--- config.mk ---
export PLATFORM = sky130hd
export DESIGN_NAME = mp3_lane
export DESIGN_NICKNAME = d
export VERILOG_FILES = /design/src/hw/rtl/mp3_pkg.sv /design/src/hw/rtl/mp3_lane.sv
export SDC_FILE = /design/constraint.sdc
export NUM_CORES = 1
export LEC_CHECK = 0
export BUFFER_PORTS_ARGS = -buffer_cell sky130_fd_sc_hd__buf_2
export CAP_MARGIN = 40
export CELL_PAD_IN_SITES_DETAIL_PLACEMENT = 1
export CELL_PAD_IN_SITES_GLOBAL_PLACEMENT = 1
export CORE_ASPECT_RATIO = 1.4
export CORE_MARGIN = 1.5
export CORE_UTILIZATION = 45
export DETAILED_ROUTE_END_ITERATION = 6
export PLACE_DENSITY_LB_ADDON = 0.1
export SLEW_MARGIN = 20
export SYNTH_ARGS = -nofsm -noshare
export SYNTH_HDL_FRONTEND = slang
export SYNTH_SLANG_ARGS = --single-unit
--- constraint.sdc ---
create_clock -name clk -period 9.6 [get_ports clk]
set_input_delay 1.92 -clock clk [delete_from_list [all_inputs] [get_ports clk]]
set_output_delay 1.92 -clock clk [all_outputs]
set_load 0.01 [all_outputs]
--- src/hw/rtl/mp3_pkg.sv ---
`timescale 1ns / 1ps
// ----------------------------------------------------------------------------
// mp3_pkg
// Shared constants, types and the fp32 maximum function for the 3x3 pooler.
// ----------------------------------------------------------------------------
package mp3_pkg;

  // Channel lanes carried by one pixel and the width of one fp32 value.
  localparam int LANES  = 4;
  localparam int LANE_W = 32;

  // Configuration port geometry.
  localparam int CFG_IDX_W  = 3;
  localparam int CFG_DATA_W = 16;

  // Configuration register indexes.
  localparam logic [CFG_IDX_W-1:0] CFG_PADDED_WIDTH  = 3'd0;
  localparam logic [CFG_IDX_W-1:0] CFG_PADDED_HEIGHT = 3'd1;
  localparam logic [CFG_IDX_W-1:0] CFG_OUT_WIDTH     = 3'd2;
  localparam logic [CFG_IDX_W-1:0] CFG_OUT_HEIGHT    = 3'd3;
  localparam logic [CFG_IDX_W-1:0] CFG_STRIDE_TWO    = 3'd4;

  localparam logic [LANE_W-1:0] CANON_NAN = 32'h7FC0_0000;

  // Per-lane pipeline enables driven by the top level.
  typedef struct packed {
    logic load_in;   // input transfer, capture the new pixel
    logic adv1;      // stage 1 moves: column maximum is registered
    logic adv2;      // stage 2 moves: column history shifts
    logic load_out;  // window maximum goes to the output register
  } lane_ctl_t;

  function automatic logic is_nan(input logic [LANE_W-1:0] x);
    is_nan = (x[30:23] == 8'hFF) && (x[22:0] != 23'd0);
  endfunction

  // Monotonic key: larger key means larger float, -0 below +0.
  function automatic logic [LANE_W-1:0] order_key(input logic [LANE_W-1:0] x);
    order_key = x[31] ? ~x : (x | 32'h8000_0000);
  endfunction

  // Maximum with the RISC-V fmax rule for NaN operands.
  function automatic logic [LANE_W-1:0] fmax(input logic [LANE_W-1:0] a,
                                             input logic [LANE_W-1:0] b);
    logic na;
    logic nb;
    na = is_nan(a);
    nb = is_nan(b);
    if (na && nb) begin
      fmax = CANON_NAN;
    end else if (na) begin
      fmax = b;
    end else if (nb) begin
      fmax = a;
    end else begin
      fmax = (order_key(a) >= order_key(b)) ? a : b;
    end
  endfunction

endpackage

--- src/hw/rtl/mp3_lane.sv ---
`timescale 1ns / 1ps
// ----------------------------------------------------------------------------
// mp3_lane
// One channel lane: column maximum, two-column history and window maximum.
// ----------------------------------------------------------------------------
module mp3_lane (
  input  logic                          clk,
  input  mp3_pkg::lane_ctl_t            ctl,
  input  logic [mp3_pkg::LANE_W-1:0]    cur_in,
  input  logic [mp3_pkg::LANE_W-1:0]    upper,
  input  logic [mp3_pkg::LANE_W-1:0]    middle,
  output logic [mp3_pkg::LANE_W-1:0]    cur1,
  output logic [mp3_pkg::LANE_W-1:0]    max_out
);

  logic [mp3_pkg::LANE_W-1:0] cur1_r;
  logic [mp3_pkg::LANE_W-1:0] colmax_r;
  logic [mp3_pkg::LANE_W-1:0] colmax_nxt;
  logic [mp3_pkg::LANE_W-1:0] hist0_r;
  logic [mp3_pkg::LANE_W-1:0] hist1_r;
  logic [mp3_pkg::LANE_W-1:0] max_r;
  logic [mp3_pkg::LANE_W-1:0] max_nxt;

  // Vertical maximum over the three rows of this column.
  assign colmax_nxt = mp3_pkg::fmax(mp3_pkg::fmax(upper, middle), cur1_r);
  // Horizontal maximum over this and the two previous columns.
  assign max_nxt    = mp3_pkg::fmax(mp3_pkg::fmax(colmax_r, hist0_r), hist1_r);

  always_ff @(posedge clk) begin
    if (ctl.load_in) begin
      cur1_r <= cur_in;
    end
    if (ctl.adv1) begin
      colmax_r <= colmax_nxt;
    end
    if (ctl.adv2) begin
      hist0_r <= colmax_r;
      hist1_r <= hist0_r;
    end
    if (ctl.load_out) begin
      max_r <= max_nxt;
    end
  end

  assign cur1    = cur1_r;
  assign max_out = max_r;

endmodule

After elaboration in Yosys (flattened, before gate mapping)
Cells that the tools add are included.
{"block": "word_totals", "regBits": 160, "word_cells": 67}
{"block": "classes", "magnitude_cmp": 4, "n_eq_ne": 8, "mux": 22, "bitwise_logic": 8, "n_reduce_logical": 20}
{"op": "32-bit two-way mux", "n": 22}
{"op": "32-bit inverter", "n": 8}
{"op": "23-bit nonzero test", "n": 8}
{"op": "32-bit >= comparator", "n": 4}
{"op": "8-bit equality test, second input constant", "n": 8}
{"op": "1-bit logical AND", "n": 12}

Longest topological paths before layout
{"block": "depth", "word_depth": 13, "depth_mapped": 26, "depth_no_buf": 20}

Worst setup path after synthesis
No wires, ideal clock.
{"block": "synth_path", "path_kind": "input to register", "start": "input middle[31] in the netlist's numbering", "end": "register colmax_r[10] in the netlist's numbering, data pin", "setup_time_ps": 260, "t_arrival_ps": 7300, "path_slack_ps": 2040, "stages": 24, "path_cell_list": "clkbuf_1 -> clkbuf_1 -> buf_1 -> xnor2_1 -> ha_1 -> a21oi_1 -> o21ai_1 -> a221o_1 -> or3_1 -> a41oi_1 -> mux2_2 -> o2bb2ai_4 -> inv_6 -> buf_6 -> xnor2_1 -> ha_1 -> a21o_1 -> a211o_1 -> a211oi_1 -> o31ai_1 -> a211oi_1 -> a311oi_1 -> buf_2 -> mux2_2"}
{"block": "synth_via", "elab_chain_cells": 13, "word_cells_on_any_way": 17, "cone_classes": "2 x order compare; 1 x eq/ne; 9 x mux; 2 x bitwise; 3 x reduce/logical"}
{"item": "from (decl)", "line": "mp3_lane.sv:11", "source": "input logic [mp3_pkg::LANE_W-1:0] middle,"}
{"item": "32-bit inverter", "line": "mp3_pkg.sv:39", "source": "order_key = x[31] ? ~x : (x | 32'h8000_0000);"}
{"item": "32-bit two-way mux", "line": "mp3_pkg.sv:39"}
{"item": "32-bit >= comparator", "line": "mp3_pkg.sv:56", "source": "fmax = (order_key(a) >= order_key(b)) ? a : b;"}
{"item": "32-bit two-way mux", "line": "mp3_pkg.sv:56"}
{"item": "32-bit two-way mux", "line": "mp3_pkg.sv:53", "source": "end else if (nb) begin"}
{"item": "32-bit two-way mux (*)", "line": "mp3_pkg.sv:51", "source": "end else if (na) begin"}
{"item": "32-bit two-way mux (*)", "line": "mp3_pkg.sv:49", "source": "if (na && nb) begin"}
{"item": "32-bit inverter", "line": "mp3_pkg.sv:39"}
{"item": "32-bit two-way mux", "line": "mp3_pkg.sv:39"}
{"item": "32-bit >= comparator", "line": "mp3_pkg.sv:56"}
{"item": "32-bit two-way mux", "line": "mp3_pkg.sv:56"}
{"item": "32-bit two-way mux", "line": "mp3_pkg.sv:53"}
{"item": "32-bit two-way mux", "line": "mp3_pkg.sv:51"}
{"item": "to (signal assigned)", "line": "mp3_lane.sv:34", "source": "colmax_r <= colmax_nxt;"}
{"item": "to (decl)", "line": "mp3_lane.sv:17", "source": "logic [mp3_pkg::LANE_W-1:0] colmax_r;"}
Mark *: on every way between the ends. The rest lies on a longest branch, timed or not.
A chain may end at the register's enable or synchronous reset.

Final worst setup path
{"block": "layout_path", "start": "input upper[31] in the netlist's numbering", "end": "register colmax_r[1] in the netlist's numbering, data pin"}
{"block": "layout_via", "elab_chain_cells": 13, "word_cells_on_any_way": 17, "cone_classes": "2 x order compare; 1 x eq/ne; 9 x mux; 2 x bitwise; 3 x reduce/logical"}
{"item": "from (decl)", "line": "mp3_lane.sv:10", "source": "input logic [mp3_pkg::LANE_W-1:0] upper,"}
{"item": "32-bit inverter", "line": "mp3_pkg.sv:39"}
{"item": "32-bit two-way mux", "line": "mp3_pkg.sv:39"}
{"item": "32-bit >= comparator", "line": "mp3_pkg.sv:56"}
{"item": "32-bit two-way mux", "line": "mp3_pkg.sv:56"}
{"item": "32-bit two-way mux (*)", "line": "mp3_pkg.sv:53"}
{"item": "32-bit two-way mux (*)", "line": "mp3_pkg.sv:51"}
{"item": "32-bit two-way mux (*)", "line": "mp3_pkg.sv:49"}
{"item": "32-bit inverter", "line": "mp3_pkg.sv:39"}
{"item": "32-bit two-way mux", "line": "mp3_pkg.sv:39"}
{"item": "32-bit >= comparator", "line": "mp3_pkg.sv:56"}
{"item": "32-bit two-way mux", "line": "mp3_pkg.sv:56"}
{"item": "32-bit two-way mux", "line": "mp3_pkg.sv:53"}
{"item": "32-bit two-way mux", "line": "mp3_pkg.sv:51"}
Marks and branches as above.

==> impl_metrics.toml <==
[sta]
worst_slew_pin_slew_ps = 720
timing.max_slew.rel_slack_pct = 51.6
hold_violations = 0
setup_repair_after_global_routing_missed_its_margin = "no"
finalClockSkew_ps = 8.41
timing_max_transition_violations_final = 0
fin_tns_setup_ps = 0
fmaxAchievable_mhz = 131
final.period_utilization_pct = 79.3
finalWorstPathRequiredPeriod_ps = 7610
report.final.setup_viol = 0

[floorplan]
start_util_pct = 45.7
num_rows = 71
die_height_um = 198
top_level_port_count = 165
core-area_mm2 = 0.0267
die_area_mm2 = 0.0281
chipWidth_um = 142

[clock_tree]
total_cts_buffers = 17
number_of_clock_sinks = 160
clkSlewWorstSetupHoldPaths_ps = 70
cts.path.max_buffers = 2
holdBufCountCts = 0
clock_tree.htree_level_count = 4
cts.root.buffer_cell = "sky130_fd_sc_hd__clkbuf_16"
tritoncts = "built"
post_cts_buffers = 0
insertion_delay_ps = 450
cts_resized = 0

[cells_and_area]
layout-area-overhead-vs-synth_pct = 14.4
insertedDiodeCount = 0
drive_gt1_share_pct = 19.1
finalCoreUtilization_pct = 52.3
final.fill_count = 2936
num-nets-final = 1500

[synthesis]
post_synth_inst_count = 1122
synth_edf_count = 160
synth_area_leaders = "sky130_fd_sc_hd__edfxtp_1 39%, sky130_fd_sc_hd__ha_1 13%, sky130_fd_sc_hd__xnor2_1 11%, sky130_fd_sc_hd__xor2_1 6.4%, sky130_fd_sc_hd__mux2i_1 4.3%"
synth_largest_area_cell = "sky130_fd_sc_hd__edfxtp_1"
ys_seq_area_share_pct = 39.4
post-synth-top-count-cell = "sky130_fd_sc_hd__edfxtp_1"
postSynth.asyncResetShare_pct = 0
ys_seq_elements = 160
syn_area_mm2 = 0.0122
ys.flop_type = "sky130_fd_sc_hd__edfxtp_1"
synth.top_cells.by_count = "160 x sky130_fd_sc_hd__edfxtp_1, 148 x sky130_fd_sc_hd__xnor2_1, 128 x sky130_fd_sc_hd__ha_1, 89 x sky130_fd_sc_hd__xor2_1, 66 x sky130_fd_sc_hd__nand2_1"
synth_nets = 1351
avgSynthCellArea_um2 = 10.9
synthDistinctLibCells = 55
yosys_warnings = 0
synth_largest_type_area_fraction_pct = 39.4

[power_and_ir_drop]
switching_power_uw = 1520
cellLeakagePower_uw = 0.00569
combinationalPowerShare_pct = 52.0
netSwitchingFraction_pct = 40.3
power.density_mw_per_mm2 = 269
clkPwrFrac_pct = 18.5
intPower_uw = 2240
ir_worst_vdd_mv = 0.151
share_of_power_burned_in_registers_pct = 29.6

[routing]
dr.pass1.iters = 5
drc = 0
detail_routed_via_count_per_cell = 5.58
drt_wl_total_um = 32600
routed-via-count = 9195
drt_iter0_drc = 366
detail-route-antenna-nets = 0
post_drt_wl_per_cell_um = 19.8

[setup_path]
critPathLaunchType = "primary input"
regToRegSetupSlack_ps = 2930
worst_ep_arrival_time_ps = 7810
crit_type = "in2reg"
critical_path.endpoint_type = "register"
critical_path_required_ps = 9790
worstPathMaxFanout = 22

[global_route]
grt_usage_pct = 24.0
global_route_wire_length_before_repair_um = 51300
via_count_of_the_first_global_routing_pass = 9740
antenna_found_initial = 0
grt-ovfl-total = 0
grt_start_max_net_pins = 65

[flow_run]
cap_violations = 0

[run_status]
run_status = "finished clean"

[min_path]
hold_path_class = "reg2reg"

[place]
gp_routability_congestion = 0.885
detailed_place_hpwl_um = 26100
numPortBuffers = 164
==> layout by cell type, fill, tap and decap left out, types with 3 or more instances in the layout <==
master,n
sky130_fd_sc_hd__buf_2,164
sky130_fd_sc_hd__edfxtp_1,160
sky130_fd_sc_hd__xnor2_1,148
sky130_fd_sc_hd__ha_1,128
sky130_fd_sc_hd__xor2_1,89
sky130_fd_sc_hd__nand2_1,66
sky130_fd_sc_hd__nor2_1,56
sky130_fd_sc_hd__mux2i_1,53
sky130_fd_sc_hd__a21oi_1,48
sky130_fd_sc_hd__nand4_1,38
sky130_fd_sc_hd__o21ai_0,37
sky130_fd_sc_hd__nor4_1,34
sky130_fd_sc_hd__inv_1,28
sky130_fd_sc_hd__a211oi_1,27
sky130_fd_sc_hd__a22oi_1,24
sky130_fd_sc_hd__a21o_1,22
sky130_fd_sc_hd__and2_1,19
sky130_fd_sc_hd__mux2_2,18
sky130_fd_sc_hd__buf_4,18
sky130_fd_sc_hd__clkbuf_16,17
sky130_fd_sc_hd__nor3_1,11
sky130_fd_sc_hd__nand2b_1,7
sky130_fd_sc_hd__nand3_1,6
sky130_fd_sc_hd__and4_1,4
sky130_fd_sc_hd__o21ai_1,3
sky130_fd_sc_hd__o21a_1,3
sky130_fd_sc_hd__o211ai_1,3
sky130_fd_sc_hd__or2_2,3
sky130_fd_sc_hd__inv_6,3
sky130_fd_sc_hd__clkinvlp_4,3
sky130_fd_sc_hd__bufinv_16,3
==> power by group through the flow <==
stage | sequential, uW | clock, uW | combinational (uW)
final | 1110 | 694 | 1950
after global routing | 1130 | 732 | 2210
after CTS | 1110 | 713 | 1980
after detailed placement | 1130 | 0 | 1960
after global placement | 1130 | 0 | 1900
after floorplan | 1140 | 0 | 1420
==> stage by stage <==
step	area [um2]	power, uW	setup slack, ps	hold slack, ps	instances
final	14000	3760	1990	531	1649
after global routing	14000	4080	1630	552	1649
after CTS	13900	3810	1550	537	1647
after detailed placement	13300	3090	1100	519	1615
after global placement	13300	3020	1320	515	1614
after floorplan	12200	2560	2040	424	1122
==> worst max-delay path: stages <==
cell and delay (ps):
sky130_fd_sc_hd__buf_2 470, sky130_fd_sc_hd__xor2_1 170, sky130_fd_sc_hd__ha_1 340, sky130_fd_sc_hd__a21oi_1 170, sky130_fd_sc_hd__o21ai_1 110, sky130_fd_sc_hd__a221o_1 360
sky130_fd_sc_hd__or3_1 440, sky130_fd_sc_hd__a41oi_1 280, sky130_fd_sc_hd__or2_2 620, sky130_fd_sc_hd__buf_4 340, sky130_fd_sc_hd__and2_1 150, sky130_fd_sc_hd__o21ai_0 110
sky130_fd_sc_hd__ha_1 380, sky130_fd_sc_hd__nand4_1 100, sky130_fd_sc_hd__or2_1 260, sky130_fd_sc_hd__nor4_1 430, sky130_fd_sc_hd__a211oi_1 210, sky130_fd_sc_hd__a311oi_4 330
sky130_fd_sc_hd__buf_6 230, sky130_fd_sc_hd__mux2_2 360
==> cells by family (layout without fill, tap and decap cells) <==
family / Yosys count / after routing / share of synthesized area, %
AOI/OAI and AO/OA: 191 / 191 / 10.7
xor gates and xnor gates: 237 / 237 / 17.0
adders and majority gates: 128 / 128 / 13.1
buffers and inverters: 84 / 246 / 3.53
DFF: 160 / 160 / 39.4
muxes: 71 / 71 / 6.01
and+or+nand+nor: 251 / 251 / 10.3
==> final cells by class <==
type | instances | area, um2 | share of cell area [%]
Timing Repair Buffer | 185 | 1010 | 7.23
Inverter | 29 | 114 | 0.815
Multi-Input combinational cell | 878 | 6990 | 50.1
Clock inverter | 14 | 165 | 1.18
Tap cell | 365 | 457 | 3.27
Clock buffer | 18 | 429 | 3.07
Sequential cell | 160 | 4800 | 34.4
==> routing by layer <==
| metal | wire [um] | share of wire [%] | vias up | GRT usage [%] |
|---|---|---|---|---|
| met1 | 13300 | 41 | 4487 | 27.2 |
| met4 | 1510 | 4.6 | 0 | 13.3 |
| met2 | 16800 | 52 | 216 | 42.7 |
| met5 | 0 | 0 | - | 0 |
| met3 | 1050 | 3.2 | 67 | 3.92 |
| li1 | - | - | 4425 | - |
==> registers in the layout, indices dropped and copies added, names as in the netlist <==
signal	count
max_out	32
cur1	32
hist0_r	32
hist1_r	32
colmax_r	32
==> worst paths after layout <==
path                start          end  depth (start not counted)
max             upper[31]  colmax_r[1]                         20
min          colmax_r[18]  hist0_r[18]                          0
max reg2reg   hist0_r[31]  max_out[21]                         22
min reg2reg  colmax_r[18]  hist0_r[18]                          0
Note: power is estimated with default switching activity, not from simulation.
