<file path="src/hw/rtl/mp3_pkg.sv">
`timescale 1ns / 1ps
// ----------------------------------------------------------------------------
// mp3_pkg
// Shared constants, types and the fp32 maximum function for the 3x3 pooler.
// ----------------------------------------------------------------------------
package mp3_pkg;

  // Channel lanes carried by one pixel and the width of one fp32 value.
  localparam int LANES  = 4;
  localparam int LANE_W = 32;

  // Configuration port geometry.
  localparam int CFG_IDX_W  = 3;
  localparam int CFG_DATA_W = 16;

  // Configuration register indexes.
  localparam logic [CFG_IDX_W-1:0] CFG_PADDED_WIDTH  = 3'd0;
  localparam logic [CFG_IDX_W-1:0] CFG_PADDED_HEIGHT = 3'd1;
  localparam logic [CFG_IDX_W-1:0] CFG_OUT_WIDTH     = 3'd2;
  localparam logic [CFG_IDX_W-1:0] CFG_OUT_HEIGHT    = 3'd3;
  localparam logic [CFG_IDX_W-1:0] CFG_STRIDE_TWO    = 3'd4;

  localparam logic [LANE_W-1:0] CANON_NAN = 32'h7FC0_0000;

  // Per-lane pipeline enables driven by the top level.
  typedef struct packed {
    logic load_in;   // input transfer, capture the new pixel
    logic adv1;      // stage 1 moves: column maximum is registered
    logic adv2;      // stage 2 moves: column history shifts
    logic load_out;  // window maximum goes to the output register
  } lane_ctl_t;

  function automatic logic is_nan(input logic [LANE_W-1:0] x);
    is_nan = (x[30:23] == 8'hFF) && (x[22:0] != 23'd0);
  endfunction

  // Monotonic key: larger key means larger float, -0 below +0.
  function automatic logic [LANE_W-1:0] order_key(input logic [LANE_W-1:0] x);
    order_key = x[31] ? ~x : (x | 32'h8000_0000);
  endfunction

  // Maximum with the RISC-V fmax rule for NaN operands.
  function automatic logic [LANE_W-1:0] fmax(input logic [LANE_W-1:0] a,
                                             input logic [LANE_W-1:0] b);
    logic na;
    logic nb;
    na = is_nan(a);
    nb = is_nan(b);
    if (na && nb) begin
      fmax = CANON_NAN;
    end else if (na) begin
      fmax = b;
    end else if (nb) begin
      fmax = a;
    end else begin
      fmax = (order_key(a) >= order_key(b)) ? a : b;
    end
  endfunction

endpackage

</file>
<file path="src/hw/rtl/mp3_ctrl.sv">
`timescale 1ns / 1ps
// ----------------------------------------------------------------------------
// mp3_ctrl
// Configuration registers, raster position counters and window decision.
// ----------------------------------------------------------------------------
module mp3_ctrl #(
  parameter int MAX_ROW_WIDTH = 1024
) (
  input  logic                             clk,
  input  logic                             rst_n,
  input  logic                             cfg_write_en,
  input  logic [mp3_pkg::CFG_IDX_W-1:0]    cfg_index,
  input  logic [mp3_pkg::CFG_DATA_W-1:0]   cfg_data,
  input  logic                             accept,
  output logic [$clog2(MAX_ROW_WIDTH)-1:0] addr,
  output logic                             emit,
  output logic                             done
);

  localparam int AW = $clog2(MAX_ROW_WIDTH);
  localparam logic [15:0] MAXW = 16'(MAX_ROW_WIDTH);

  logic [10:0]   pw_r;
  logic [15:0]   ph_r;
  logic [9:0]    ow_r;
  logic [15:0]   oh_r;
  logic          s2_r;
  logic [AW-1:0] col_r;
  logic [AW-1:0] col_nxt;
  logic [15:0]   row_r;
  logic [15:0]   row_nxt;

  logic [15:0] w_eff;
  logic [15:0] h_eff;
  logic [15:0] fit_w;
  logic [15:0] fit_h;
  logic [15:0] ow_lim;
  logic [15:0] oh_lim;
  logic [15:0] c0;
  logic [15:0] r0;
  logic [15:0] c1;
  logic [15:0] r1;
  logic [15:0] ox;
  logic [15:0] oy;
  logic [15:0] dc;
  logic [15:0] dr;
  logic        on_grid;

  // Configuration writes.
  always_ff @(posedge clk) begin
    if (!rst_n) begin
      pw_r <= 11'd3;
      ph_r <= 16'd3;
      ow_r <= 10'd1;
      oh_r <= 16'd1;
      s2_r <= 1'b0;
    end else if (cfg_write_en) begin
      unique case (cfg_index)
        mp3_pkg::CFG_PADDED_WIDTH:  pw_r <= cfg_data[10:0];
        mp3_pkg::CFG_PADDED_HEIGHT: ph_r <= cfg_data;
        mp3_pkg::CFG_OUT_WIDTH:     ow_r <= cfg_data[9:0];
        mp3_pkg::CFG_OUT_HEIGHT:    oh_r <= cfg_data;
        mp3_pkg::CFG_STRIDE_TWO:    s2_r <= cfg_data[0];
        default: ;
      endcase
    end
  end

  // Effective image size and output limits.
  always_comb begin
    if (pw_r < 11'd3) begin
      w_eff = 16'd3;
    end else if ({5'd0, pw_r} > MAXW) begin
      w_eff = MAXW;
    end else begin
      w_eff = {5'd0, pw_r};
    end
    h_eff  = (ph_r < 16'd3) ? 16'd3 : ph_r;
    fit_w  = ((w_eff - 16'd3) >> s2_r) + 16'd1;
    fit_h  = ((h_eff - 16'd3) >> s2_r) + 16'd1;
    ow_lim = ({6'd0, ow_r} < fit_w) ? {6'd0, ow_r} : fit_w;
    oh_lim = (oh_r < fit_h) ? oh_r : fit_h;
  end

  // Position of the current pixel, corrected for a shrunk size.
  always_comb begin
    c0 = 16'(col_r);
    r0 = row_r;
    if (c0 >= w_eff) begin
      c0 = 16'd0;
      r0 = row_r + 16'd1;
    end
    if (r0 >= h_eff) begin
      r0 = 16'd0;
    end
    dr      = r0 - 16'd2;
    dc      = c0 - 16'd2;
    oy      = dr >> s2_r;
    ox      = dc >> s2_r;
    on_grid = !s2_r || ((dr[0] | dc[0]) == 1'b0);
    emit    = (r0 >= 16'd2) && (c0 >= 16'd2) && on_grid &&
              (oy < oh_lim) && (ox < ow_lim);
    done    = (oy == oh_lim - 16'd1) && (ox == ow_lim - 16'd1);
    addr    = c0[AW-1:0];
  end

  // Next raster position.
  always_comb begin
    c1      = c0 + 16'd1;
    r1      = r0 + 16'd1;
    col_nxt = c1[AW-1:0];
    row_nxt = r0;
    if (c1 >= w_eff) begin
      col_nxt = '0;
      row_nxt = (r1 >= h_eff) ? 16'd0 : r1;
    end
  end

  always_ff @(posedge clk) begin
    if (!rst_n) begin
      col_r <= '0;
      row_r <= '0;
    end else if (accept) begin
      col_r <= col_nxt;
      row_r <= row_nxt;
    end
  end

endmodule

</file>
<file path="config.mk">
export PLATFORM = sky130hd
export DESIGN_NAME = mp3_ctrl
export DESIGN_NICKNAME = d
export VERILOG_FILES = /design/src/hw/rtl/mp3_pkg.sv /design/src/hw/rtl/mp3_ctrl.sv
export SDC_FILE = /design/constraint.sdc
export NUM_CORES = 1
export LEC_CHECK = 0
export BUFFER_PORTS_ARGS = -buffer_cell sky130_fd_sc_hd__buf_2
export CAP_MARGIN = 20
export CORE_MARGIN = 2
export CORE_UTILIZATION = 60
export CTS_CLUSTER_SIZE = 16
export DETAILED_ROUTE_END_ITERATION = 7
export GPL_TIMING_DRIVEN = 0
export PLACE_DENSITY = 0.78
export SYNTH_ARGS = -nofsm -noshare
export SYNTH_HDL_FRONTEND = slang
export SYNTH_SLANG_ARGS = --single-unit
</file>
<file path="constraint.sdc">
create_clock -name clk -period 10.3 [get_ports clk]
set_clock_uncertainty 0.1 [all_clocks]
set_input_delay 1.03 -clock clk [delete_from_list [all_inputs] [get_ports clk]]
set_output_delay 1.03 -clock clk [all_outputs]
set_load 0.01 [all_outputs]
</file>
# Word-level counts from Yosys, hierarchy flattened
# Cells that the tools add are included.
[totals] regBits=80 in_bits=23
[classes] add_sub_neg=11 magnitude_cmp=13 n_eq_ne=6 n_shift=4 muxes=11 bitwise_logic=2 reduce_logical=13
[op_table] operator="16-bit 2-to-1 mux" count=7
[op_table] operator="16-bit by 1-bit adder with 16-bit output (second input constant)" count=5
[op_table] operator="16-bit by 1-bit right shift with 16-bit output" count=4
[op_table] operator="16-bit by 2-bit subtractor with 16-bit output (second input constant)" count=4
[op_table] operator="16-bit greater-or-equal comparator" count=3
[op_table] operator="16-bit < comparator" count=3
[op_table] operator="16-bit equality test" count=2
[op_table] operator="16-bit by 2-bit greater-or-equal comparator with 1-bit output (second input constant)" count=2
[op_table] operator="16-bit by 1-bit subtractor with 16-bit output (second input constant)" count=2
[op_table] operator="11-bit 2-to-1 mux" count=2
[op_table] operator="10-bit 2-to-1 mux" count=2
[op_table] operator="10-bit by 16-bit greater-or-equal comparator with 1-bit output" count=1
[op_table] operator="10-bit by 16-bit < comparator with 1-bit output" count=1
[op_table] operator="16-bit by 2-bit < comparator with 1-bit output (second input constant)" count=1
[op_table] operator="11-bit > comparator (second input constant)" count=1
[op_table] operator="11-bit by 2-bit < comparator with 1-bit output (second input constant)" count=1
[op_table] operator="2-bit AND reduction" count=5
[op_table] operator="3-bit by 2-bit equality test with 1-bit output (second input constant)" count=2
[op_table] operator="1-bit logical AND" count=5
[op_table] operator="3-bit by 1-bit equality test with 1-bit output (second input constant)" count=1
[op_table] operator="3-bit equality test (second input constant)" count=1
[op_table] operator="3-bit logical NOT" count=1
[op_table] operator="1-bit logical NOT" count=1
[op_table] operator="1-bit logical OR" count=1
[op_table] operator="2 further kinds" count=2

# Depth between registers and ports, before layout
[depth] ltp_word=14 ltp_mapped=41 ltp_nobuf=35

# Worst setup path before layout
# OpenSTA, ideal clock, no wires.
[synth_path] path_kind="register to output" start="register s2_r" end="output emit" arrival_time_ns=8.162 required_time_ns=9.170 path_slack_ns=1.008 stages_incl_launch_ff=41 n_path_buf=13 path_cell_list="dfxtp_1 -> buf_2 -> buf_2 -> buf_4 -> buf_2 -> buf_2 -> buf_1 -> clkbuf_1 -> buf_2 -> buf_1 -> buf_1 -> mux2_2 -> ha_1 -> nand2_1 -> nor3b_2 -> and3b_1 -> buf_6 -> and4_1 -> (+5 left out) -> o31a_1 -> or2_1 -> buf_2 -> buf_1 -> mux2i_1 -> ha_1 -> nor2b_1 -> o21a_1 -> o21a_1 -> o21a_1 -> o21a_1 -> o21a_1 -> o21a_1 -> o21a_1 -> o21a_1 -> o21a_1 -> o211ai_1 -> and3_1"
[synth_via] elab_chain_cells=7 word_cells_on_any_way=17 classes_between="add/sub: 2; order compare: 4; shift: 4; mux: 2; reduce/logical: 5"
[synth_rtl] element="start: declaration" line="mp3_ctrl.sv:27" source="logic s2_r;"
[synth_rtl] element="start signal: assignment" line="mp3_ctrl.sv:63" source="mp3_pkg::CFG_STRIDE_TWO: s2_r <= cfg_data[0];"
[synth_rtl] element="16-bit by 1-bit right shift with 16-bit output" line="mp3_ctrl.sv:80" source="fit_h = ((h_eff - 16'd3) >> s2_r) + 16'd1;"
[synth_rtl] element="16-bit by 1-bit adder with 16-bit output" line="mp3_ctrl.sv:80"
[synth_rtl] element="16-bit < comparator" line="mp3_ctrl.sv:82" source="oh_lim = (oh_r < fit_h) ? oh_r : fit_h;"
[synth_rtl] element="16-bit 2-to-1 mux" line="mp3_ctrl.sv:82"
[synth_rtl] element="16-bit < comparator" line="mp3_ctrl.sv:102" source="(oy < oh_lim) && (ox < ow_lim);"
[synth_rtl] element="1-bit logical AND" line="mp3_ctrl.sv:101" source="emit = (r0 >= 16'd2) && (c0 >= 16'd2) && on_grid &&"
[synth_rtl] element="1-bit logical AND (*)" line="mp3_ctrl.sv:102"
[synth_rtl] element="end: declaration" line="mp3_ctrl.sv:16" source="output logic emit,"
# Mark *: on every way between the ends. The rest lies on a longest branch, timed or not.

# Worst setup path in the final report
[layout_path] start="register s2_r" end="output done"
[layout_via] elab_chain_cells=7 word_cells_on_any_way=15 classes_between="add/sub: 4; order compare: 2; eq/ne: 2; shift: 4; mux: 2; reduce/logical: 1"
[layout_rtl] element="16-bit by 1-bit right shift with 16-bit output, on equally long branches" line="mp3_ctrl.sv:80, mp3_ctrl.sv:79"
[layout_rtl] element="16-bit by 1-bit adder with 16-bit output, on equally long branches" line="mp3_ctrl.sv:80, mp3_ctrl.sv:79"
[layout_rtl] element="16-bit < comparator / 10-bit by 16-bit < comparator with 1-bit output (equally long branches)" line="mp3_ctrl.sv:82, mp3_ctrl.sv:81"
[layout_rtl] element="16-bit 2-to-1 mux, on equally long branches" line="mp3_ctrl.sv:82, mp3_ctrl.sv:81"
[layout_rtl] element="16-bit by 1-bit subtractor with 16-bit output" line="mp3_ctrl.sv:103" source="done = (oy == oh_lim - 16'd1) && (ox == ow_lim - 16'd1);"
[layout_rtl] element="16-bit equality test" line="mp3_ctrl.sv:103"
[layout_rtl] element="1-bit logical AND (*)" line="mp3_ctrl.sv:103"
[layout_rtl] element="end: declaration" line="mp3_ctrl.sv:17" source="output logic done"
# Marked as above.

==> results.md <==
* Place WS at -1.55 ns
* Worst setup EP type: output port
* Nets at 1820
* Post-Syn Instances at 1625
* Delay of the slowest cell on the worst path at 0.49 ns
* Synth cell types at 97
* Hold crit path type: register to register
* Total Power at 1.51 mW
* Routed wire length at 40.4 mm
* Area Growth Syn to Fin at 8.94%
* Drt drc at 0
* Synthesized cell area at 11500 um^2
* Dominant combinational cell family by area after synthesis: simple AND/OR/NAND/NOR gates
* Vias in the first global route at 11500
* DR vias at 12900
* Synth Area in XOR/XNOR at 6.57%
* Number of antenna violations at the first check in global routing at 0
* TritonCTS Buffers at 9
* FP Rows at 50
* CP arrival at 8.81 ns
* First-pass GRT wire length at 62.1 mm
* Slew Limit Fails at 0
* Post-synthesis mux area share at 3.55%
* CP dominant cell by count: buf_4
* Crit path max-delay family: simple AND/OR/NAND/NOR gates
* Sequential area share after synthesis at 14.0%
* Crit path buffers/inverters at 13
* Die Wd at 142 um
* Final weighted congestion in routability-driven placement at 1.02
* CP max FO at 19
* Starting density of the core at 61.3%
* Pin count of the biggest net entering global routing at 20
* Least-Margin Pin Slew at 1.07 ns
* Hold slack at 0.390 ns
* Routed Antenna Nets at 0
* Final setup viols at 0
* Vias per cell at 6.73
* GRT Util Overall at 39.1%
* #FFs+latches synth at 80
* Post-layout min period at 9.94 ns
* Post-synth EDFFs at 0
* CTS tree: yes
* Gr ovfl total at 0
* TritonRoute pass-1 iters at 6
* Area occupied by multi-input gates at 9390 um^2
* H-tree depth at 3
* Final worst path period share at 96.5%
* I/O pin count at 35
* Routed WL per cell at 21.1 um
* Fin util at 66.8%
* Initial drt markers at 1260
* Achievable Freq at 101 MHz
* Buffers added on ports at 33
* CTS root buf: clkbuf_16
* Layout cells sized above 1 at 9.00%
* Static leakage at 5.07 nW
* CTS max path bufs at 2
* Synth Warn # at 0
* Pwr per Cell Area at 121 nW/um^2
* Startpoint Class: register
* Die H at 142 um
* Area occupied by registers at 1600 um^2
* Top_reg_cell synth: dfxtp_1
* Worst-path clk slew at 0.07 ns
* Synth Area per Inst at 7.06 um^2
* FILL cells at 1692
* Post-Synth Simple-Gate Area at 28.9%
* DIE AREA at 20200 um^2
* Core area at 18700 um^2
* Clk_lat worst skew at 0.36 ns
* Diodes inserted at 0
* Slew HR at 26.9%
* Final worst setup slack at 0.364 ns
* Post-CTS Hold Buffers at 0
* Slowest CP cell: or4b_1
* Post-DP HPWL at 31.4 mm
* Fin. Hold Viols at 0
* Compound-Gate Fraction of Synth Area at 27.5%
* Worst path required time at 9.17 ns
* Num Clock Sinks at 80
* Worst VDD drop at 97.2 uV
* Post-synthesis adder-cell area fraction at 13.5%
* Critical setup path kind: register to output port
* Max-cap violations at 0
* Status: completed
* Synth async-reset ratio at 0%
-- cells in the final DEF, fill, tap and decap left out, drive strengths merged, types with 6 or more instances in the layout --
| cell | instances |
|---|---|
| nand2 | 209 |
| nor3b | 9 |
| mux2 | 10 |
| a211oi | 18 |
| or3 | 22 |
| nor2 | 98 |
| nor3 | 53 |
| o21ai | 90 |
| o31ai | 13 |
| a21boi | 6 |
| o211ai | 17 |
| mux2i | 29 |
| and2 | 18 |
| nand4 | 20 |
| a21o | 33 |
| nor4b | 6 |
| ha | 124 |
| a211o | 9 |
| buf | 58 |
| nand2b | 28 |
| and3 | 24 |
| o21a | 37 |
| nand3 | 74 |
| xor2 | 31 |
| a31oi | 25 |
| nor4 | 27 |
| or2 | 11 |
| conb | 6 |
| a2bb2oi | 11 |
| clkbuf | 77 |
| a2111oi | 9 |
| or4 | 10 |
| a311oi | 6 |
| and4 | 10 |
| a21oi | 136 |
| dfxtp | 80 |
| inv | 80 |
| nor2b | 11 |
| xnor2 | 55 |
-- sequential cells by signal, summed over array words and instances (netlist names) --
register,count
ow_r,10
ph_r,16
s2_r,1
col_r,10
oh_r,16
pw_r,11
row_r,16
-- cells by family (layout without fill, tap and decap cells) --
family	Yosys count	after routing
buffers and inverters	173	221
other	1	6
AOI/OAI and AO/OA	476	476
xor gates and xnor gates	86	86
DFF	80	80
muxes	39	39
and+or+nand+nor	646	646
adders and majority gates	124	124
-- worst reg2reg max path, delay by kind of cell, from the launching register on --
kind                       cells  cell delay, ns
AOI/OAI and AO/OA             14            3.28
and+or+nand+nor               10            2.76
buffers and inverters          6            1.70
adders and majority gates      4            1.25
DFF                            1            0.38
xor gates and xnor gates       1            0.16
-- where the power goes --
part	switching [mW]	internal (mW)
Combinational	0.506	0.319
Sequential	0.0130	0.319
Clock	0.158	0.196
-- repair_timing --
action	in CTS	in global routing
setup buffers	1	3
pin swaps	0	3
endpoints found under the setup margin	12	12
resized for setup	26	37
-- per-stage QoR --
| stage | cells | setup TNS [ns] | area, um^2 |
|---|---|---|---|
| finish | 1912 | 0 | 12500 |
| global route | 1912 | -0.0569 | 12500 |
| CTS | 1911 | 0 | 12300 |
| detailed placement | 1897 | -4.78 | 11900 |
| global placement | 1897 | -2.94 | 11900 |
| floorplan | 1630 | 0 | 11500 |
-- layout make-up --
cell class                 instances  share of cell area (%)
buffer                            86                    3.27
clock buffer                      12                    1.97
clock inverter                     4                   0.421
inverter                          82                    2.46
multi-input combinational       1377                    75.1
sequential                        80                    12.8
tap                              234                    2.34
timing repair buffer              37                    1.56
-- final timing paths --
check,from,end,slack [ns],cells after the start
setup / recovery,s2_r,done,0.36,37
hold / removal,oh_r[15],oh_r[15],0.39,2
setup reg to reg,pw_r[6],row_r[3],0.62,35
hold reg to reg,oh_r[15],oh_r[15],0.39,2
-- per-layer routing --
metal	vias up	global-route usage (%)	part of all wire (%)
met4	0	16.8	4.6
met3	114	6.59	8.7
met1	6028	51.9	42
li1	6059	-	-
met2	674	62.4	45
met5	-	0	0
-- Yosys cell counts (18+ instances only) --
master,instances,area share [%]
o21a_1,37,2.4
o21ai_0,81,3.5
nand4_1,20,1.1
nor2_1,98,3.2
nand2b_1,28,1.5
nor4_1,22,1.2
nor3_1,50,2.2
nand3_1,74,3.2
a211oi_1,18,1.2
a31oi_1,25,1.4
dfxtp_1,80,14
nand2_1,209,6.8
inv_1,78,2.6
ha_1,124,14
and3_1,23,1.3
mux2i_1,29,2.5
or3_1,22,1.2
clkbuf_1,66,2.2
xnor2_1,55,4.2
a21oi_1,136,5.9
xor2_1,31,2.4
a21o_1,33,2.2
No activity file was read; power rests on OpenSTA's default activity.
